**config.mk**
```make
export PLATFORM = sky130hd
export DESIGN_NAME = krt_ctrl
export DESIGN_NICKNAME = d
export VERILOG_FILES = /design/src/rtl/krt_pkg.sv /design/src/rtl/krt_ctrl.sv
export SDC_FILE = /design/constraint.sdc
export NUM_CORES = 1
export LEC_CHECK = 0
export ABC_AREA = 1
export ABC_CLOCK_PERIOD_IN_PS = 5200
export BUFFER_PORTS_ARGS = -buffer_cell sky130_fd_sc_hd__buf_2
export CAP_MARGIN = 15
export CORE_UTILIZATION = 53
export CTS_CLUSTER_DIAMETER = 150
export DETAILED_ROUTE_END_ITERATION = 8
export PLACE_DENSITY_LB_ADDON = 0.2
export SETUP_SLACK_MARGIN = 0.1
export SLEW_MARGIN = 20
export SYNTH_ARGS = -nofsm -noshare
export SYNTH_HDL_FRONTEND = slang
export SYNTH_SLANG_ARGS = --single-unit
```
**constraint.sdc**
```tcl
create_clock -name clk -period 5.2 [get_ports clk]
set_input_delay 0.26 -clock clk [delete_from_list [all_inputs] [get_ports clk]]
set_output_delay 0.26 -clock clk [all_outputs]
set_load 0.02 [all_outputs]
```
**src/rtl/krt_pkg.sv**
```systemverilog
// Shared constants, request and status codes, and the result record type of the keyed record table.
`default_nettype none

package krt_pkg;

    localparam int CAPACITY_DEF = 128;

    localparam int CODE_W = 32;
    localparam int QTY_W  = 32;
    localparam int POS_W  = 7;
    localparam int REQ_W  = 2;
    localparam int STAT_W = 3;
    localparam int ECNT_W = 8;

    localparam logic [REQ_W-1:0] REQ_INSERT = 2'd0;
    localparam logic [REQ_W-1:0] REQ_UPDATE = 2'd1;
    localparam logic [REQ_W-1:0] REQ_REMOVE = 2'd2;
    localparam logic [REQ_W-1:0] REQ_READ   = 2'd3;

    localparam logic [STAT_W-1:0] ST_OK        = 3'd0;
    localparam logic [STAT_W-1:0] ST_DUPLICATE = 3'd1;
    localparam logic [STAT_W-1:0] ST_FULL      = 3'd2;
    localparam logic [STAT_W-1:0] ST_NOT_FOUND = 3'd3;
    localparam logic [STAT_W-1:0] ST_EMPTY     = 3'd4;

    typedef struct packed {
        logic [STAT_W-1:0] status;
        logic [QTY_W-1:0]  qty;
        logic [CODE_W-1:0] code;
    } krt_res_t;

endpackage

`default_nettype wire

```
**src/rtl/krt_ctrl.sv**
```systemverilog
// Sequencer that scans, updates and compacts the record memory one entry per cycle.
`default_nettype none

module krt_ctrl
    import krt_pkg::*;
#(
    parameter int CAPACITY = CAPACITY_DEF,
    parameter int AW       = $clog2(CAPACITY),
    parameter int CW       = $clog2(CAPACITY + 1)
) (
    input  wire logic                clk,
    input  wire logic                rst_n,
    input  wire logic                in_valid,
    output logic                     in_ready,
    input  wire logic [REQ_W-1:0]    in_req,
    input  wire logic [CODE_W-1:0]   in_code,
    input  wire logic [QTY_W-1:0]    in_qty,
    input  wire logic [POS_W-1:0]    in_pos,
    input  wire logic                out_free,
    output logic                     res_push,
    output krt_res_t                 res,
    output logic [CW-1:0]            count,
    output logic                     mem_wr_en,
    output logic [AW-1:0]            mem_wr_addr,
    output logic [QTY_W+CODE_W-1:0]  mem_wr_data,
    output logic                     mem_rd_en,
    output logic [AW-1:0]            mem_rd_addr,
    input  wire logic [QTY_W+CODE_W-1:0] mem_rd_data
);

    localparam int ZW = (CW > POS_W) ? CW : POS_W;

    localparam logic [2:0] S_IDLE  = 3'd0;
    localparam logic [2:0] S_SCAN  = 3'd1;
    localparam logic [2:0] S_SHIFT = 3'd2;
    localparam logic [2:0] S_RDATA = 3'd3;
    localparam logic [2:0] S_RESP  = 3'd4;

    logic [2:0]        state_reg, state_next;
    logic [REQ_W-1:0]  req_reg, req_next;
    logic [CODE_W-1:0] code_reg, code_next;
    logic [QTY_W-1:0]  qty_reg, qty_next;
    logic [CW-1:0]     count_reg, count_next;
    logic [CW-1:0]     idx_reg, idx_next;
    logic [CW-1:0]     cmp_idx_reg, cmp_idx_next;
    logic              cmp_vld_reg, cmp_vld_next;
    krt_res_t          res_reg, res_next;

    logic [CODE_W-1:0] rd_code;
    logic [QTY_W-1:0]  rd_qty;
    logic [ZW-1:0]     pos_z;
    logic [ZW-1:0]     cnt_z;
    logic              key_hit;
    logic              more;

    assign rd_code = mem_rd_data[CODE_W-1:0];
    assign rd_qty  = mem_rd_data[QTY_W+CODE_W-1:CODE_W];
    assign pos_z   = ZW'(in_pos);
    assign cnt_z   = ZW'(count_reg);
    assign key_hit = cmp_vld_reg && (rd_code == code_reg);
    assign more    = idx_reg < count_reg;

    assign in_ready = (state_reg == S_IDLE);
    assign res      = res_reg;
    assign count    = count_reg;

    always_comb
    begin
        state_next   = state_reg;
        req_next     = req_reg;
        code_next    = code_reg;
        qty_next     = qty_reg;
        count_next   = count_reg;
        idx_next     = idx_reg;
        cmp_idx_next = cmp_idx_reg;
        cmp_vld_next = cmp_vld_reg;
        res_next     = res_reg;
        res_push     = 1'b0;
        mem_wr_en    = 1'b0;
        mem_wr_addr  = cmp_idx_reg[AW-1:0];
        mem_wr_data  = {qty_reg, code_reg};
        mem_rd_en    = 1'b0;
        mem_rd_addr  = idx_reg[AW-1:0];

        case (state_reg)
            S_IDLE:
            begin
                if (in_valid)
                begin
                    req_next     = in_req;
                    code_next    = in_code;
                    qty_next     = in_qty;
                    idx_next     = '0;
                    cmp_vld_next = 1'b0;
                    if (in_req == REQ_READ)
                    begin
                        if (pos_z < cnt_z)
                        begin
                            mem_rd_en   = 1'b1;
                            mem_rd_addr = pos_z[AW-1:0];
                            state_next  = S_RDATA;
                        end
                        else
                        begin
                            res_next   = '{status: ST_EMPTY, qty: '0, code: '0};
                            state_next = S_RESP;
                        end
                    end
                    else if ((in_req == REQ_INSERT) && (count_reg >= CW'(CAPACITY)))
                    begin
                        res_next   = '{status: ST_FULL, qty: '0, code: '0};
                        state_next = S_RESP;
                    end
                    else
                    begin
                        state_next = S_SCAN;
                    end
                end
            end

            S_SCAN:
            begin
                if (key_hit)
                begin
                    case (req_reg)
                        REQ_INSERT:
                        begin
                            res_next   = '{status: ST_DUPLICATE, qty: rd_qty, code: rd_code};
                            state_next = S_RESP;
                        end
                        REQ_UPDATE:
                        begin
                            mem_wr_en  = 1'b1;
                            res_next   = '{status: ST_OK, qty: qty_reg, code: code_reg};
                            state_next = S_RESP;
                        end
                        default:
                        begin
                            res_next     = '{status: ST_OK, qty: rd_qty, code: rd_code};
                            idx_next     = cmp_idx_reg + 1'b1;
                            cmp_vld_next = 1'b0;
                            state_next   = S_SHIFT;
                        end
                    endcase
                end
                else if (more)
                begin
                    mem_rd_en    = 1'b1;
                    cmp_idx_next = idx_reg;
                    idx_next     = idx_reg + 1'b1;
                    cmp_vld_next = 1'b1;
                end
                else if (cmp_vld_reg)
                begin
                    cmp_vld_next = 1'b0;
                end
                else if (req_reg == REQ_INSERT)
                begin
                    mem_wr_en   = 1'b1;
                    mem_wr_addr = count_reg[AW-1:0];
                    count_next  = count_reg + 1'b1;
                    res_next    = '{status: ST_OK, qty: qty_reg, code: code_reg};
                    state_next  = S_RESP;
                end
                else
                begin
                    res_next   = '{status: ST_NOT_FOUND, qty: '0, code: '0};
                    state_next = S_RESP;
                end
            end

            S_SHIFT:
            begin
                if (cmp_vld_reg)
                begin
                    mem_wr_en   = 1'b1;
                    mem_wr_addr = cmp_idx_reg[AW-1:0];
                    mem_wr_data = mem_rd_data;
                end
                if (more)
                begin
                    mem_rd_en    = 1'b1;
                    cmp_idx_next = idx_reg - 1'b1;
                    idx_next     = idx_reg + 1'b1;
                    cmp_vld_next = 1'b1;
                end
                else
                begin
                    cmp_vld_next = 1'b0;
                    if (!cmp_vld_reg)
                    begin
                        count_next = count_reg - 1'b1;
                        state_next = S_RESP;
                    end
                end
            end

            S_RDATA:
            begin
                res_next   = '{status: ST_OK, qty: rd_qty, code: rd_code};
                state_next = S_RESP;
            end

            S_RESP:
            begin
                if (out_free)
                begin
                    res_push   = 1'b1;
                    state_next = S_IDLE;
                end
            end

            default:
            begin
                state_next = S_IDLE;
            end
        endcase
    end

    always_ff @(posedge clk or negedge rst_n)
    begin
        if (!rst_n)
        begin
            state_reg   <= S_IDLE;
            count_reg   <= '0;
            cmp_vld_reg <= 1'b0;
        end
        else
        begin
            state_reg   <= state_next;
            count_reg   <= count_next;
            cmp_vld_reg <= cmp_vld_next;
        end
    end

    always_ff @(posedge clk)
    begin
        req_reg     <= req_next;
        code_reg    <= code_next;
        qty_reg     <= qty_next;
        idx_reg     <= idx_next;
        cmp_idx_reg <= cmp_idx_next;
        res_reg     <= res_next;
    end

endmodule

`default_nettype wire

```
### Word-level counts from Yosys, hierarchy flattened

Cells that the tools add are included.

| cells by class | value |
|---|---|
| mux-type cells | 66 |
| $add $sub $neg | 5 |
| reductions and logical operators | 15 |
| $lt $le $gt $ge | 3 |
| equal/unequal tests | 22 |

Operators with widths:

| operator | count |
|---|---|
| 67-bit two-way mux | 7 |
| 67-bit one-hot mux with 3 select lines | 1 |
| 65-bit one-hot mux with 2 select lines | 1 |
| 64-bit two-way mux | 2 |
| 8-bit two-way mux | 13 |
| 66-bit two-way mux | 1 |
| 7-bit two-way mux | 9 |
| 32-bit equality test | 1 |
| 8-bit one-hot mux with 2 select lines | 2 |
| 3-bit two-way mux | 9 |
| 8-bit by 1-bit adder with 8-bit output, second input constant | 3 |
| 8-bit one-hot mux with 3 select lines | 1 |
| 2-bit != test, second input constant | 10 |
| 1-bit two-way mux | 16 |
| 8-bit by 1-bit subtractor with 8-bit output, second input constant | 2 |
| 3-bit one-hot mux with 5 select lines | 1 |
| 3-bit != test, second input constant | 4 |
| 8-bit greater-or-equal comparator, second input constant | 1 |
| 7-bit by 8-bit < comparator with 1-bit output | 1 |
| 8-bit < comparator | 1 |
| 7-bit AND reduction | 1 |
| 3-bit by 2-bit equality test with 1-bit output, second input constant | 2 |
| 1-bit one-hot mux with 3 select lines | 2 |
| 6-bit AND reduction | 1 |
| other kinds (15) | 19 |

| word-level totals | value |
|---|---|
| register bits after elaboration | 161 |
| logic and storage cells | 122 |
| input port bits | 141 |
| output and inout port bits | 157 |

### Longest topological paths before layout

| depth | value |
|---|---|
| depth after elaboration | 6 |
| gate-level depth with buffers | 15 |
| depth with buffers taken out | 15 |

### Worst setup path before layout

No wires, ideal clock.

| timing path | value |
|---|---|
| path kind | register to register |
| from | register count_reg[7] (netlist: count[7]) |
| to | register res_reg (netlist bit res[0]), enable pin |
| cell stages (with the launch flop) | 10 |
| data required time | 4.708 ns |
| period minus slack after synthesis | 4.798 ns |
| setup slack | 0.402 ns |
| buffers on the path | 0 |
| data arrival time | 4.306 ns |
| library setup time | 0.492 ns |
| cells stage by stage | dfrtp_1 > inv_1 > ha_1 > nand2_1 > o21a_1 > nand2_2 > nand2_1 > nand3_1 > o21ai_0 > nor2_1 |

| between the ends | value |
|---|---|
| longest elaborated chain between the ends | 4 |
| elaborated cells between the ends (all ways) | 8 |
| classes of those cells | 3 x order compare; 3 x eq/ne; 2 x reduce/logical |

Ends and longest elaborated chain:

| item | RTL line | source |
|---|---|---|
| start, declared | krt_ctrl.sv:43 | `logic [CW-1:0] count_reg, count_next;` |
| start signal, assigned | krt_ctrl.sv:231 | `count_reg <= count_next;` |
| 8-bit greater-or-equal comparator | krt_ctrl.sv:109 | `else if ((in_req == REQ_INSERT) && (count_reg >= CW'(CAPACITY)))` |
| 1-bit logical AND | krt_ctrl.sv:109 |  |
| 3-bit by 1-bit != test with 1-bit output (no line) | n/a |  |
| 6-bit AND reduction (no line) * | n/a |  |
| end signal, assigned | krt_ctrl.sv:243 | `res_reg <= res_next;` |
| end, declared | krt_ctrl.sv:47 | `krt_res_t res_reg, res_next;` |

Every way passes the cells marked *; elsewhere a longest branch is shown, timed or not.
A chain may end at the register's enable or synchronous reset.

### Worst setup path after layout

| timing path | value |
|---|---|
| from | register code_reg[7] |
| to | output mem_wr_en |

| between the ends | value |
|---|---|
| longest elaborated chain between the ends | 4 |

Ends and longest elaborated chain:

| item | RTL line | source |
|---|---|---|
| start, declared | krt_ctrl.sv:41 | `logic [CODE_W-1:0] code_reg, code_next;` |
| start signal, assigned | krt_ctrl.sv:239 | `code_reg <= code_next;` |
| 32-bit equality test | krt_ctrl.sv:60 | `assign key_hit = cmp_vld_reg && (rd_code == code_reg);` |
| 1-bit logical AND | krt_ctrl.sv:60 |  |
| 1-bit two-way mux | krt_ctrl.sv:123 | `if (key_hit)` |
| 1-bit one-hot mux with 2 select lines | krt_ctrl.sv:85 | `case (state_reg)` |
| end, declared | krt_ctrl.sv:23 | `output logic mem_wr_en,` |

Every way passes these cells.

==> results.md <==
- Final instance area: 12800 µm²
- CTS root buffer: clkbuf_16
- Reg area: 4770 µm²
- Placed Instances: 1697
- Core Area: 18700 µm²
- Syn Nets: 1375
- Yosys warning count: 0
- Total GRT Usage: 30.6%
- Unrepaired setup endpoints after global routing: false
- CP max FO: 39
- Max-cap viol count: 0
- Max_slew headroom: 28.9%
- Total CTS buffers: 17
- Final nets: 1695
- Avg Cell Area, Syn: 8.37 µm²
- Crit. End Element: output pin
- Final ANT Viol Nets: 0
- WL final: 30.3 mm
- P per Cell Area: 507 nW/µm²
- M1 GR Usage: 38.1%
- Non-Filler Instances: 1780
- GR Util met2: 52.9%
- Fmax: 298 MHz
- Post-synthesis register bit count: 161
- First-pass GRT wire length: 46.3 mm
- WL/cell: 17.0 µm
- Post-Syn Area: 10100 µm²
- Hold crit path type: in2reg
- Final setup fails: 0
- Met3 usage: 6.36%
- RD Place Congestion: 0.944
- DP HPWL: 21.2 mm
- Total die area: 19700 µm²
- Pre-Repair DR Iteration Count: 5
- Top cell type's share of synthesized area: 44.2%
- Total grt overflow: 0
- Worst-path clk slew: 0.07 ns
- Width of the chip: 140 µm
- Ys async rst share: 7.45%
- Initial antenna violation count: 3
- Slew Limit Fails: 0
- Layout area overhead: 26.3%
- Hold Crit Depth: 1
- Initial core utilization: 54.1%
- Die height: 140 µm
- Fillers: 1532
- DR vias/cell: 5.51
- Unique masters post-synth: 43
- P_leak: 0.00578 µW
- Crit path kind: reg2out
- H-tree Lvls: 4
- Cell taking the most area after synthesis: edfxtp_1
- Crit path launch type: flip-flop
- Status: finished, final reports clean
- DRC Markers: 0
- Worst Path Arrival: 3.10 ns
- Worst endpoint required time: 4.94 ns
- Final Hold Fails: 0
- Primary FF master, synth: edfxtp_1
- Worst slew pin tran: 1.07 ns
- Final period util: 64.6%
- Synth area leaders: edfxtp_1 44%, nand2_1 15%, o21ai_0 5.7%
- Placed Area: 11700 µm²
- Skew final: 0.0133 ns
- Peak supply drop: 0.319 mV
- Ports: 298
- IO buf count: 297
- Pin count of the biggest net entering global routing: 106
- Final min period: 3.36 ns
- Fraction of layout cells with a size suffix above 1: 27.5%
- Grt peak-use layer: met2
- R2R cell count: 10
- # rows: 50
- Clock Sink Count: 161
- Drt initial violations: 815
- Multi-input logic area: 4630 µm²
- CTS tree: yes
- Post-synth EDFFs: 149
- Largest register FFs: 67
- DR vias: 9814
- Vias in the first global route: 9074
- Worst skew pair latency: 0.43 ns
- Fin Setup TNS: 0 ns
- Synth Instances: 1210
- CTS max path bufs: 2
- Sequential-to-total area share from yosys stat: 47.2%
==> final timing paths <==
kind / to / slack, ns / from
min in group asynchronous: count[0] / 0.26 / rst_n
setup reg to reg: res[66] / 2.18 / code_reg[20]
setup / recovery: mem_wr_en / 1.84 / code_reg[7]
max in group asynchronous: count[6] / 4.71 / rst_n
hold reg to reg: count[2] / 0.55 / count[2]
hold / removal: code_reg[14] / 0.02 / in_code[14]
==> synthesized netlist by cell type, types with 2 or more instances <==
master	count
nand2_1	393
edfxtp_1	149
o21ai_0	116
inv_1	93
nor2_1	77
o21ai_1	45
inv_2	34
a21oi_1	31
o211ai_1	31
nand3_1	27
mux2_2	24
clkbuf_1	23
ha_1	23
mux2i_1	19
xor2_1	19
dfrtp_1	12
buf_2	11
o211ai_2	9
buf_6	7
buf_4	6
nand4_1	6
o21a_1	6
clkinv_1	5
nor2_4	5
xnor2_1	5
nand3b_1	4
o21ai_2	4
o22ai_1	4
nor2_2	3
nor3_1	3
nand2_2	2
nor4_1	2
o21bai_1	2
==> placed cells by master, fill, tap and decap left out, types with 5 or more instances in the layout <==
| master | count |
|---|---|
| ha_1 | 23 |
| o21ai_1 | 45 |
| nand4_1 | 6 |
| dlygate4sd3_1 | 47 |
| xnor2_1 | 5 |
| nand3_1 | 26 |
| o21ai_0 | 116 |
| a21oi_1 | 31 |
| mux2_2 | 24 |
| clkinv_1 | 6 |
| o211ai_2 | 9 |
| clkbuf_16 | 17 |
| dfrtp_1 | 12 |
| nand2_1 | 392 |
| edfxtp_1 | 149 |
| inv_2 | 34 |
| inv_6 | 5 |
| mux2i_1 | 19 |
| xor2_1 | 19 |
| inv_1 | 93 |
| o211ai_1 | 31 |
| nor2_4 | 9 |
| o21a_1 | 6 |
| nor2_1 | 73 |
| buf_2 | 297 |
==> metrics by stage <==
stage                     worst slack (ns)  total power, µW  hold slack (ns)  util, %
final                                 1.84             6490           0.0166     68.3
after floorplan                      0.402             4260          -0.0356        -
after global routing                  1.54             6830         0.000272     68.3
after global placement                2.27             5210            0.153     62.6
after CTS                             1.77             6470       0.00000275     67.9
after detailed placement              2.22             5250            0.161     62.6
==> cell type report <==
type,count,share of cell area (%)
well taps,234,2.29
clock buffers,17,3.33
multi-input cells,869,36.3
clock inverters,15,0.989
inverters,132,3.88
diodes,3,0.0587
flip-flops and latches,161,37.3
repair buffers,349,15.9
==> per-layer routing <==
| metal | vias up | part of all wire, % |
|---|---|---|
| met3 | 51 | 8.9 |
| met1 | 4527 | 40 |
| met5 | - | 0 |
| li1 | 4702 | - |
| met2 | 534 | 49 |
| met4 | 0 | 2.1 |
==> worst max-delay path, stage by stage, from the launching register on <==
cell	delay (ns)
edfxtp_1	0.43
inv_1	0.11
nand2_1	0.10
nand2_1	0.08
nor2_1	0.09
nand2_1	0.08
nor2_1	0.10
nand2_1	0.08
nor2_2	0.11
nand3_2	0.79
o221ai_2	0.44
buf_2	0.25
==> what timing repair did <==
action	4_1_cts	5_1_grt
resized for setup	0	0
setup endpoints to repair	0	0
hold buffers	43	4
endpoints found under the hold margin	54	4
buffers inserted	0	0
==> where the power goes <==
group          leakage (µW)  internal [µW]  switching [µW]
sequential          0.00158           2080             300
combinational       0.00393            873            2030
clock              0.000267            624             571
total               0.00578           3580            2900
==> cell families (layout without fill, tap and decap cells) <==
family	Yosys count	after routing	share of synthesized area (%)
adder cells (fa/ha/maj)	24	24	3.04
AO/OA/AOI/OAI	251	251	14.4
AND/OR/NAND/NOR	527	527	21.2
other	0	3	0
multiplexers	43	43	4.55
XOR/XNOR	24	24	2.08
flip-flops	161	161	47.2
buffers and inverters	180	513	7.55
(Power assumes the default switching activity.)
